==> config.mk <==
export PLATFORM = sky130hd
export DESIGN_NAME = motor_speed_pi_controller_core
export DESIGN_NICKNAME = d
export VERILOG_FILES = /design/src/sv/mspi_pkg.sv /design/src/sv/motor_speed_pi_controller_core.sv /design/src/sv/mspi_serial_mul.sv /design/src/sv/mspi_serial_div.sv
export SDC_FILE = /design/constraint.sdc
export NUM_CORES = 2
export LEC_CHECK = 0
export BUFFER_PORTS_ARGS = -buffer_cell sky130_fd_sc_hd__buf_2
export CORE_MARGIN = 5
export CORE_UTILIZATION = 66
export CTS_BUF_LIST = sky130_fd_sc_hd__clkbuf_4 sky130_fd_sc_hd__clkbuf_8
export DETAILED_ROUTE_END_ITERATION = 6
export GPL_ROUTABILITY_DRIVEN = 1
export PLACE_DENSITY = 0.83
export SYNTH_ARGS = -nofsm -noshare
export SYNTH_HDL_FRONTEND = slang
export SYNTH_SLANG_ARGS = --single-unit
==> constraint.sdc <==
create_clock -name clk_i -period 9.3 [get_ports clk_i]
set_input_delay 1.395 -clock clk_i [delete_from_list [all_inputs] [get_ports clk_i]]
set_output_delay 1.395 -clock clk_i [all_outputs]
set_load 0.1 [all_outputs]
==> src/sv/mspi_pkg.sv <==
`timescale 1ns / 1ps

package mspi_pkg;

  localparam int RingDepth = 16;
  localparam int FracBits  = 8;

  localparam int PeriodW = 16;
  localparam int TrimW   = 10;
  localparam int RefW    = 8;
  localparam int GainW   = 16;
  localparam int DutyW   = 8;
  localparam int SpeedW  = 12;

  localparam int IdxW = $clog2(RingDepth);
  localparam int SumW = PeriodW + $clog2(RingDepth);

  // speed numerator and quotient width
  localparam int SpeedNum = RingDepth * 78125;
  localparam int NumW     = $clog2(SpeedNum + 1);
  localparam int SpeedMax = 4095;

  // trim offset by reciprocal multiply, exact for magnitudes up to the centre
  localparam int TrimCenter = 512;
  localparam int TrimDiv    = 51;
  localparam int TrimShift  = 16;
  localparam int TrimRecip  = ((1 << TrimShift) + TrimDiv - 1) / TrimDiv;
  localparam int TrimMagW   = TrimW + 1;
  localparam int TrimProdW  = TrimMagW + $clog2(TrimRecip + 1);
  localparam int OffW       = 5;

  localparam int ErrW  = 14;
  localparam int AccW  = 32;
  localparam int McW   = AccW + 1;
  localparam int ProdW = McW + GainW;

  localparam int DutyMax = 255;

  localparam int CfgIdxW  = 3;
  localparam int CfgDataW = 16;

  localparam logic [CfgIdxW-1:0] RegRefSpeed  = 3'd0;
  localparam logic [CfgIdxW-1:0] RegGainP     = 3'd1;
  localparam logic [CfgIdxW-1:0] RegGainI     = 3'd2;
  localparam logic [CfgIdxW-1:0] RegStepTime  = 3'd3;
  localparam logic [CfgIdxW-1:0] RegMinPeriod = 3'd4;
  localparam logic [CfgIdxW-1:0] RegMaxPeriod = 3'd5;

  localparam logic [GainW-1:0]   GainPReset    = 16'd256;
  localparam logic [GainW-1:0]   GainIReset    = 16'd512;
  localparam logic [GainW-1:0]   StepTimeReset = 16'd80;
  localparam logic [PeriodW-1:0] MinPerReset   = 16'd370;
  localparam logic [PeriodW-1:0] MaxPerReset   = 16'd15725;

  typedef struct packed {
    logic                    start;
    logic signed [McW-1:0]   mcand;
    logic        [GainW-1:0] mplier;
  } mul_req_t;

endpackage

==> src/sv/motor_speed_pi_controller_core.sv <==
`timescale 1ns / 1ps

// Motor speed PI controller with encoder period ring.
// Requests enter on the s_axis channel: tuser 0 is an encoder edge carrying a
// period count, tuser 1 is a control tick carrying a trim sample. Every request
// gives exactly one response on m_axis: current duty, current speed and a flag
// in tuser set when the duty was recomputed.
// Registers are written through the cfg channel (index 0 ref_speed, 1 gain_p,
// 2 gain_i, 3 step_time, 4 min_period, 5 max_period, others ignored); it is
// always ready and should be used only while the block is idle.
// An edge request passes through the edge step and then the output step. A
// control tick runs the bit-serial speed division, three passes through the
// shared bit-serial multiplier and the steps for operand loading, handover,
// saturation and clamping. One request is in flight at a time, so a new
// request is taken only when the previous one has left the working steps.
// The response sits in an output register; the next request is accepted as
// soon as the previous one has been moved there, and a stalled receiver holds
// the block only when a second response is ready to be stored.
// Reset (rst_ni low, asynchronous) clears the period ring, sum, integral,
// duty and speed, and loads the default register values.
module motor_speed_pi_controller_core
  import mspi_pkg::*;
(
  input  logic                clk_i,
  input  logic                rst_ni,
  input  logic                s_axis_tvalid,
  output logic                s_axis_tready,
  input  logic [31:0]         s_axis_tdata,  // period_count, trim_sample
  input  logic                s_axis_tuser,  // func
  output logic                m_axis_tvalid,
  input  logic                m_axis_tready,
  output logic [23:0]         m_axis_tdata,  // duty, speed
  output logic                m_axis_tuser,  // duty_updated
  input  logic                cfg_valid_i,
  output logic                cfg_ready_o,
  input  logic [CfgIdxW-1:0]  cfg_index_i,
  input  logic [CfgDataW-1:0] cfg_data_i
);

  typedef enum logic [3:0] {
    ST_IDLE,
    ST_EDGE,
    ST_DIV,
    ST_ERR,
    ST_MUL_I,
    ST_MUL_P,
    ST_MUL_G,
    ST_FINAL,
    ST_OUT
  } state_e;

  state_e                 state_q;

  logic [RefW-1:0]        ref_speed_q;
  logic [GainW-1:0]       gain_p_q;
  logic [GainW-1:0]       gain_i_q;
  logic [GainW-1:0]       step_time_q;
  logic [PeriodW-1:0]     min_period_q;
  logic [PeriodW-1:0]     max_period_q;

  logic                   func_q;
  logic [PeriodW-1:0]     period_q;
  logic [TrimW-1:0]       trim_q;

  logic [PeriodW-1:0]     ring_q [RingDepth];
  logic [IdxW-1:0]        idx_q;
  logic [SumW-1:0]        sum_q;
  logic signed [AccW-1:0] integral_q;
  logic [DutyW-1:0]       duty_q;
  logic [SpeedW-1:0]      speed_q;
  logic signed [ErrW-1:0] err_q;
  logic signed [ProdW-1:0] t_prop_q;
  logic signed [ProdW-1:0] t_int_q;

  logic                   div_start_q;
  mul_req_t               mul_req_q;

  logic                   m_valid_q;
  logic [DutyW-1:0]       out_duty_q;
  logic [SpeedW-1:0]      out_speed_q;
  logic                   out_upd_q;

  logic                   div_done;
  logic [NumW-1:0]        quotient;
  logic                   mul_done;
  logic signed [ProdW-1:0] mul_prod;

  logic                   in_fire;
  logic                   period_ok;

  logic signed [TrimW:0]   trim_diff;
  logic [TrimMagW-1:0]     trim_mag;
  logic [TrimProdW-1:0]    trim_prod;
  logic [OffW-2:0]         trim_quo;
  logic signed [OffW-1:0]  trim_off;
  logic signed [ErrW-1:0]  err_next;

  logic [SpeedW-1:0]       speed_next;
  logic signed [ProdW:0]   int_sum;
  logic signed [AccW-1:0]  int_sat;
  logic signed [ProdW-1:0] rnd;
  logic signed [ProdW:0]   pwm_sum;
  logic signed [ProdW:0]   pwm_sh;
  logic [DutyW-1:0]        duty_next;

  mspi_serial_div u_div (
    .clk_i      (clk_i),
    .rst_ni     (rst_ni),
    .start_i    (div_start_q),
    .divisor_i  (sum_q),
    .done_o     (div_done),
    .quotient_o (quotient)
  );

  mspi_serial_mul u_mul (
    .clk_i     (clk_i),
    .rst_ni    (rst_ni),
    .req_i     (mul_req_q),
    .done_o    (mul_done),
    .product_o (mul_prod)
  );

  assign s_axis_tready = (state_q == ST_IDLE);
  assign in_fire       = s_axis_tvalid && s_axis_tready;
  assign cfg_ready_o   = 1'b1;

  assign period_ok = (period_q > min_period_q) && (period_q < max_period_q);

  // trim offset, truncated toward zero
  assign trim_diff = $signed({1'b0, trim_q}) - $signed((TrimW + 1)'(TrimCenter));
  assign trim_mag  = trim_diff[TrimW] ? TrimMagW'(-trim_diff) : TrimMagW'(trim_diff);
  assign trim_prod = TrimProdW'(trim_mag) * TrimProdW'(TrimRecip);
  assign trim_quo  = trim_prod[TrimShift +: (OffW - 1)];
  assign trim_off  = trim_diff[TrimW] ? -$signed({1'b0, trim_quo}) : $signed({1'b0, trim_quo});

  assign err_next = $signed({{(ErrW - RefW){1'b0}}, ref_speed_q})
                  + $signed({{(ErrW - OffW){trim_off[OffW-1]}}, trim_off})
                  - $signed({{(ErrW - SpeedW){1'b0}}, speed_q});

  always_comb begin
    if (sum_q == '0) begin
      speed_next = '0;
    end else if (quotient > NumW'(SpeedMax)) begin
      speed_next = SpeedW'(SpeedMax);
    end else begin
      speed_next = quotient[SpeedW-1:0];
    end
  end

  // integral update with saturation at the 32-bit limits
  assign int_sum = $signed({{(ProdW + 1 - AccW){integral_q[AccW-1]}}, integral_q})
                 + $signed({mul_prod[ProdW-1], mul_prod});

  always_comb begin
    if ((&int_sum[ProdW:AccW-1]) || !(|int_sum[ProdW:AccW-1])) begin
      int_sat = int_sum[AccW-1:0];
    end else if (int_sum[ProdW]) begin
      int_sat = {1'b1, {(AccW - 1){1'b0}}};
    end else begin
      int_sat = {1'b0, {(AccW - 1){1'b1}}};
    end
  end

  assign rnd = mul_prod + $signed(ProdW'(1 << (FracBits - 1)));

  assign pwm_sum = $signed({t_prop_q[ProdW-1], t_prop_q})
                 + $signed({t_int_q[ProdW-1], t_int_q});
  assign pwm_sh  = pwm_sum >>> FracBits;

  always_comb begin
    if (pwm_sh[ProdW]) begin
      duty_next = '0;
    end else if (|pwm_sh[ProdW-1:DutyW]) begin
      duty_next = DutyW'(DutyMax);
    end else begin
      duty_next = pwm_sh[DutyW-1:0];
    end
  end

  always_ff @(posedge clk_i or negedge rst_ni) begin
    if (!rst_ni) begin
      ref_speed_q  <= '0;
      gain_p_q     <= GainPReset;
      gain_i_q     <= GainIReset;
      step_time_q  <= StepTimeReset;
      min_period_q <= MinPerReset;
      max_period_q <= MaxPerReset;
    end else if (cfg_valid_i && cfg_ready_o) begin
      unique case (cfg_index_i)
        RegRefSpeed:  ref_speed_q  <= cfg_data_i[RefW-1:0];
        RegGainP:     gain_p_q     <= cfg_data_i[GainW-1:0];
        RegGainI:     gain_i_q     <= cfg_data_i[GainW-1:0];
        RegStepTime:  step_time_q  <= cfg_data_i[GainW-1:0];
        RegMinPeriod: min_period_q <= cfg_data_i[PeriodW-1:0];
        RegMaxPeriod: max_period_q <= cfg_data_i[PeriodW-1:0];
        default: ;
      endcase
    end
  end

  always_ff @(posedge clk_i or negedge rst_ni) begin
    if (!rst_ni) begin
      state_q     <= ST_IDLE;
      func_q      <= 1'b0;
      period_q    <= '0;
      trim_q      <= '0;
      for (int i = 0; i < RingDepth; i++) begin
        ring_q[i] <= '0;
      end
      idx_q       <= '0;
      sum_q       <= '0;
      integral_q  <= '0;
      duty_q      <= '0;
      speed_q     <= '0;
      err_q       <= '0;
      t_prop_q    <= '0;
      t_int_q     <= '0;
      div_start_q <= 1'b0;
      mul_req_q   <= '0;
      m_valid_q   <= 1'b0;
      out_duty_q  <= '0;
      out_speed_q <= '0;
      out_upd_q   <= 1'b0;
    end else begin
      div_start_q     <= 1'b0;
      mul_req_q.start <= 1'b0;
      if (m_valid_q && m_axis_tready) begin
        m_valid_q <= 1'b0;
      end
      unique case (state_q)
        ST_IDLE: begin
          if (in_fire) begin
            func_q   <= s_axis_tuser;
            period_q <= s_axis_tdata[PeriodW-1:0];
            trim_q   <= s_axis_tdata[PeriodW +: TrimW];
            if (s_axis_tuser) begin
              div_start_q <= 1'b1;
              state_q     <= ST_DIV;
            end else begin
              state_q <= ST_EDGE;
            end
          end
        end
        ST_EDGE: begin
          if (period_ok) begin
            sum_q         <= sum_q - SumW'(ring_q[idx_q]) + SumW'(period_q);
            ring_q[idx_q] <= period_q;
            idx_q         <= (idx_q == IdxW'(RingDepth - 1)) ? '0 : idx_q + 1'b1;
          end
          state_q <= ST_OUT;
        end
        ST_DIV: begin
          if (div_done) begin
            speed_q <= speed_next;
            state_q <= ST_ERR;
          end
        end
        ST_ERR: begin
          err_q            <= err_next;
          mul_req_q.start  <= 1'b1;
          mul_req_q.mcand  <= McW'(err_next);
          mul_req_q.mplier <= step_time_q;
          state_q          <= ST_MUL_I;
        end
        ST_MUL_I: begin
          if (mul_done) begin
            integral_q       <= int_sat;
            mul_req_q.start  <= 1'b1;
            mul_req_q.mcand  <= McW'(err_q);
            mul_req_q.mplier <= gain_p_q;
            state_q          <= ST_MUL_P;
          end
        end
        ST_MUL_P: begin
          if (mul_done) begin
            t_prop_q         <= mul_prod;
            mul_req_q.start  <= 1'b1;
            mul_req_q.mcand  <= McW'(integral_q);
            mul_req_q.mplier <= gain_i_q;
            state_q          <= ST_MUL_G;
          end
        end
        ST_MUL_G: begin
          if (mul_done) begin
            t_int_q <= rnd >>> FracBits;
            state_q <= ST_FINAL;
          end
        end
        ST_FINAL: begin
          duty_q  <= duty_next;
          state_q <= ST_OUT;
        end
        ST_OUT: begin
          if (!m_valid_q || m_axis_tready) begin
            m_valid_q   <= 1'b1;
            out_duty_q  <= duty_q;
            out_speed_q <= speed_q;
            out_upd_q   <= func_q;
            state_q     <= ST_IDLE;
          end
        end
        default: state_q <= ST_IDLE;
      endcase
    end
  end

  assign m_axis_tvalid = m_valid_q;
  assign m_axis_tdata  = {(24 - DutyW - SpeedW)'(0), out_speed_q, out_duty_q};
  assign m_axis_tuser  = out_upd_q;

`ifndef ASSERT_OFF
  a_mul_done_state: assert property (@(posedge clk_i) disable iff (!rst_ni)
    mul_done |-> (state_q == ST_MUL_I || state_q == ST_MUL_P || state_q == ST_MUL_G))
    else $error("multiplier finished outside a multiply step");

  a_div_done_state: assert property (@(posedge clk_i) disable iff (!rst_ni)
    div_done |-> (state_q == ST_DIV))
    else $error("divider finished outside the speed step");

  a_accept_leaves_idle: assert property (@(posedge clk_i) disable iff (!rst_ni)
    in_fire |=> (state_q != ST_IDLE))
    else $error("request accepted but controller stayed idle");

  a_resp_from_out: assert property (@(posedge clk_i) disable iff (!rst_ni)
    $rose(m_valid_q) |-> $past(state_q == ST_OUT))
    else $error("response raised outside the output step");
`endif

endmodule

==> src/sv/mspi_serial_mul.sv <==
`timescale 1ns / 1ps

module mspi_serial_mul
  import mspi_pkg::*;
(
  input  logic                    clk_i,
  input  logic                    rst_ni,
  input  mul_req_t                req_i,
  output logic                    done_o,
  output logic signed [ProdW-1:0] product_o
);

  localparam int CntW = $clog2(GainW);

  logic                    busy_q;
  logic                    done_q;
  logic [CntW-1:0]         cnt_q;
  logic signed [McW-1:0]   mc_q;
  logic [GainW-1:0]        mpl_q;
  logic signed [McW-1:0]   hi_q;
  logic [GainW-1:0]        lo_q;
  logic signed [McW:0]     addend;
  logic signed [McW:0]     sum;

  // one multiplier bit per cycle, lsb first, partial product shifted right
  assign addend = mpl_q[0] ? $signed({mc_q[McW-1], mc_q}) : '0;
  assign sum    = $signed({hi_q[McW-1], hi_q}) + addend;

  always_ff @(posedge clk_i or negedge rst_ni) begin
    if (!rst_ni) begin
      busy_q <= 1'b0;
      done_q <= 1'b0;
      cnt_q  <= '0;
      mc_q   <= '0;
      mpl_q  <= '0;
      hi_q   <= '0;
      lo_q   <= '0;
    end else begin
      done_q <= 1'b0;
      if (req_i.start) begin
        busy_q <= 1'b1;
        cnt_q  <= '0;
        mc_q   <= req_i.mcand;
        mpl_q  <= req_i.mplier;
        hi_q   <= '0;
        lo_q   <= '0;
      end else if (busy_q) begin
        hi_q  <= sum[McW:1];
        lo_q  <= {sum[0], lo_q[GainW-1:1]};
        mpl_q <= {1'b0, mpl_q[GainW-1:1]};
        cnt_q <= cnt_q + 1'b1;
        if (cnt_q == CntW'(GainW - 1)) begin
          busy_q <= 1'b0;
          done_q <= 1'b1;
        end
      end
    end
  end

  assign done_o    = done_q;
  assign product_o = {hi_q, lo_q};

endmodule

==> src/sv/mspi_serial_div.sv <==
`timescale 1ns / 1ps

module mspi_serial_div
  import mspi_pkg::*;
(
  input  logic            clk_i,
  input  logic            rst_ni,
  input  logic            start_i,
  input  logic [SumW-1:0] divisor_i,
  output logic            done_o,
  output logic [NumW-1:0] quotient_o
);

  localparam int CntW = $clog2(NumW);

  logic            busy_q;
  logic            done_q;
  logic [CntW-1:0] cnt_q;
  logic [SumW-1:0] div_q;
  logic [SumW-1:0] rem_q;
  logic [NumW-1:0] num_q;
  logic [SumW:0]   rem_shift;
  logic [SumW:0]   diff;
  logic            ge;

  // restoring division, numerator bits leave at the top, quotient bits enter below
  assign rem_shift = {rem_q, num_q[NumW-1]};
  assign ge        = rem_shift >= {1'b0, div_q};
  assign diff      = rem_shift - {1'b0, div_q};

  always_ff @(posedge clk_i or negedge rst_ni) begin
    if (!rst_ni) begin
      busy_q <= 1'b0;
      done_q <= 1'b0;
      cnt_q  <= '0;
      div_q  <= '0;
      rem_q  <= '0;
      num_q  <= '0;
    end else begin
      done_q <= 1'b0;
      if (start_i) begin
        busy_q <= 1'b1;
        cnt_q  <= '0;
        div_q  <= divisor_i;
        rem_q  <= '0;
        num_q  <= NumW'(SpeedNum);
      end else if (busy_q) begin
        rem_q <= ge ? diff[SumW-1:0] : rem_shift[SumW-1:0];
        num_q <= {num_q[NumW-2:0], ge};
        cnt_q <= cnt_q + 1'b1;
        if (cnt_q == CntW'(NumW - 1)) begin
          busy_q <= 1'b0;
          done_q <= 1'b1;
        end
      end
    end
  end

  assign done_o     = done_q;
  assign quotient_o = num_q;

endmodule

==> results_dict.tcl <==
set metrics [dict create \
    status "completed" \
    hpwl_mm 81.3 \
    ant_nets 0 \
    relSlewSlack 0.197 \
    max_freq_mhz 116 \
    drc 0 \
    nets 4748 \
    num-fill-cells 4813 \
    cts-buffers-inserted 132 \
    p_clk_frac 0.167 \
    finalMaxSlewViolations 0 \
    post_drt_wl_per_cell_microns 21.9 \
    grt_util_met3 0.0639 \
    placed_area_sq_um 47400 \
    num_io_pins 85 \
    worstPathMaxFanout 19 \
    fin_tns_setup_ns 0 \
    stdcell_area_sq_um 50400 \
    multiInputGateArea_sq_um 24700 \
    ys_seq_area_frac 0.431 \
    crit_path_top_delay_cell "or4b_2" \
    clk_pin_slew_ns 0.06 \
    synthFlopType "dfrtp_1" \
    drt-total-wl_mm 118 \
    setup_viol 0 \
    area_growth_pct 8.61 \
    use_met1 0.411 \
    worst_setup_path_end_kind "flop" \
    synth_top_area_frac 0.420 \
    core_area_sq_um 69900 \
    cts_hold_buf 0 \
    yosys_warnings 0 \
    gp_congestion 0.956 \
    critPathLaunchType "flop" \
    post_synth_and_or_nand_nor_area_fraction 0.111 \
    cpMostUsedCell "ha_1" \
    htreeDepth 4 \
    post-synth-top-count-cell "dfrtp_1" \
    grt_pass1_vias 34900 \
    seq_area_sq_um 20000 \
    antenna_found_initial 2 \
    synthMuxAreaShare 0.167 \
    fin_skew_ns 0.0397 \
    cts_max_path_buffers 3 \
    vdd_drop_max_mv 0.689 \
    cp_top_family "adder cells" \
    die_h_microns 275 \
    async_flop_share 1.00 \
    setup_slack_ns 0.687 \
    yosysUniqueCellTypes 100 \
    required_ns 10.00 \
    switching_power_mw 8.95 \
    pwr_density_cell_nw_per_um2 402 \
    synthAdderAreaFrac 0.0920 \
    syn_area_sq_um 46400 \
    synth_top_family_by_area "multiplexers" \
    cts_root_buf "clkbuf_8" \
    finalWorstPathRequiredPeriod_ns 8.61 \
    drt_pass1_iterations 6 \
    cp_num_buf_inv 5 \
    clock-sinks 798 \
    final_cell_count_no_fill 5417 \
    grt_max_degree 169 \
    synthTopCellsByArea "dfrtp_1, mux2_2, ha_1, mux4_2, nand2_1" \
    gr-total-overflow 0 \
    max_stage_delay_ns 0.60 \
    p_leak_nw 24.3 \
    gr-usage-met2 0.519 \
    worstPathArrival_ns 9.31 \
    grt.busiest_layer "met2" \
    p_comb_frac 0.555 \
    synth_edf_count 0 \
    total_power_mw 20.2 \
    clock_latency_ns 0.80 \
    tightest_slew_ns 1.21 \
    grt_setup_unrepaired "no" \
    rows 97 \
    critPathKind "reg -> reg" \
    route.vias.total 34600 \
    drv_cap 0 \
    drt-initial-drc-count 2866 \
    synth_area_per_cell_sq_um 10.7 \
    post-place-ws_ns 0.567 \
    seqPwrFrac 0.278 \
    ys_top_cells_by_count "dfrtp_1, mux2_2, nand2_1" \
    yosysTopAreaCell "dfrtp_1" \
    hold_violations 0 \
    ys_ff_latch 798 \
    dieArea_sq_um 75700 \
    cts_tree "built" \
    grt_first_pass_wirelength_mm 190 \
    hold_class "reg -> reg" \
    dpl.cell_count 5173 \
    synth_xor_area_frac 0.0361 \
    grt_usage 0.317 \
    p_sw_frac 0.442 \
    start_util 0.664 \
    via_per_inst 6.38 \
    rrSetupSlack_ns 0.69 \
    synthCells 4341 \
    finalCritPeriodShare 0.926 \
    synth_compound_area_frac 0.124 \
    drive_gt1_frac 0.214 \
    die-width_microns 275 \
    io_buffer_count 73 \
    internal_power_mw 11.3 \
]
worst reg2reg max path, delay by kind of cell (launching register included):
kind	cells	cell delay (ns)
multiplexers	1	0.30
buffers and inverters	5	0.40
AO/OA/AOI/OAI	15	2.77
adder cells (fa/ha/maj)	9	3.02
flip-flops	1	0.47
XOR/XNOR	1	0.17
AND/OR/NAND/NOR	6	1.38
through the flow:
stage                util  hold slack [ns]
floorplan               -            0.445
global placement    0.678            0.459
detailed placement  0.678            0.463
CTS                 0.720            0.477
global route        0.721            0.485
finish              0.721            0.475
routing by layer:
layer / up-vias / wire [microns]
met5: - / 0
met4: 0 / 5620
met3: 316 / 7780
met2: 1201 / 57200
met1: 17300 / 47700
li1: 15700 / -
state kept, by name, summed over array words and instances (netlist names), 14 cells and up:
name,count
u_mul.mpl_q,16
u_div.quotient_o,21
mul_req_q,49
max_period_q,16
t_prop_q,49
u_div.div_q,20
ring_q,256
t_int_q,41
sum_q,20
integral_q,32
min_period_q,16
u_mul.hi_q,33
step_time_q,16
gain_i_q,16
u_div.rem_q,20
u_mul.lo_q,16
u_mul.mc_q,32
gain_p_q,16
period_q,16
err_q,14
path summary, 6_finish.rpt:
kind	startpoint	to	cells past startpoint
max	trim_q[0]$_DFFE_PN0P_	mul_req_q[30]$_DFFE_PN0P_	37
min	mul_req_q[10]$_DFFE_PN0P_	mul_req_q[10]$_DFFE_PN0P_	2
max reg2reg	trim_q[0]$_DFFE_PN0P_	mul_req_q[30]$_DFFE_PN0P_	37
min reg2reg	mul_req_q[10]$_DFFE_PN0P_	mul_req_q[10]$_DFFE_PN0P_	2
max in group asynchronous	rst_ni	ring_q[27]$_DFFE_PN0P_	3
min in group asynchronous	rst_ni	u_div.quotient_o[19]$_DFFE_PN0P_	1
kinds of logic after synthesis:
kind of cell / after synthesis
compound gates: 865
xor+xnor: 191
fa+ha+maj: 323
buf+inv: 447
flops: 798
mux: 619
other cells: 2
simple gates: 1096
cell type report:
cell class / count / area share
multi-input combinational: 3102 / 0.491
sequential: 798 / 0.397
clock buffer: 208 / 0.0516
tap: 940 / 0.0233
inverter: 226 / 0.0168
timing repair buffer: 108 / 0.0134
clock inverter: 33 / 0.00681
antenna: 2 / 0.0000993
power by group through the flow:
stage          Sequential, mW  Combinational, mW  Clock (mW)
2_1_floorplan            5.13               8.88           0
3_3_place_gp             5.59               10.5           0
3_5_place_dp             5.64               11.0           0
4_1_cts                  5.60               11.1        3.42
5_1_grt                  5.74               12.6        3.58
6_report                 5.63               11.2        3.38
what timing repair did:
item                                   CTS  global route
gates resized for setup                  0             3
endpoints found under the hold margin    0             0
setup buffers                            0             1
setup endpoints to repair                0            19
cells in the final DEF, fill, tap and decap left out, types with 23 or more instances in the layout:
cell and count:
nand2b_1 23, buf_4 32, a221o_1 34, mux4_2 80
clkbuf_4 42, o21a_1 25, o21ai_0 193, and3_1 44
nor2b_1 28, nand3_1 66, and2_1 46, mux2_2 445
xor2_1 71, clkbuf_8 166, nor3_1 45, a21o_1 84
xnor2_1 120, nand4_1 54, buf_2 72, dfrtp_1 773
fa_1 30, nor2_1 331, a21oi_1 239, nand2_1 350
ha_1 293, inv_1 225, o21bai_1 35, a222oi_1 27
o211ai_1 30, mux2i_1 86
Note: power is estimated with default switching activity, not from simulation.
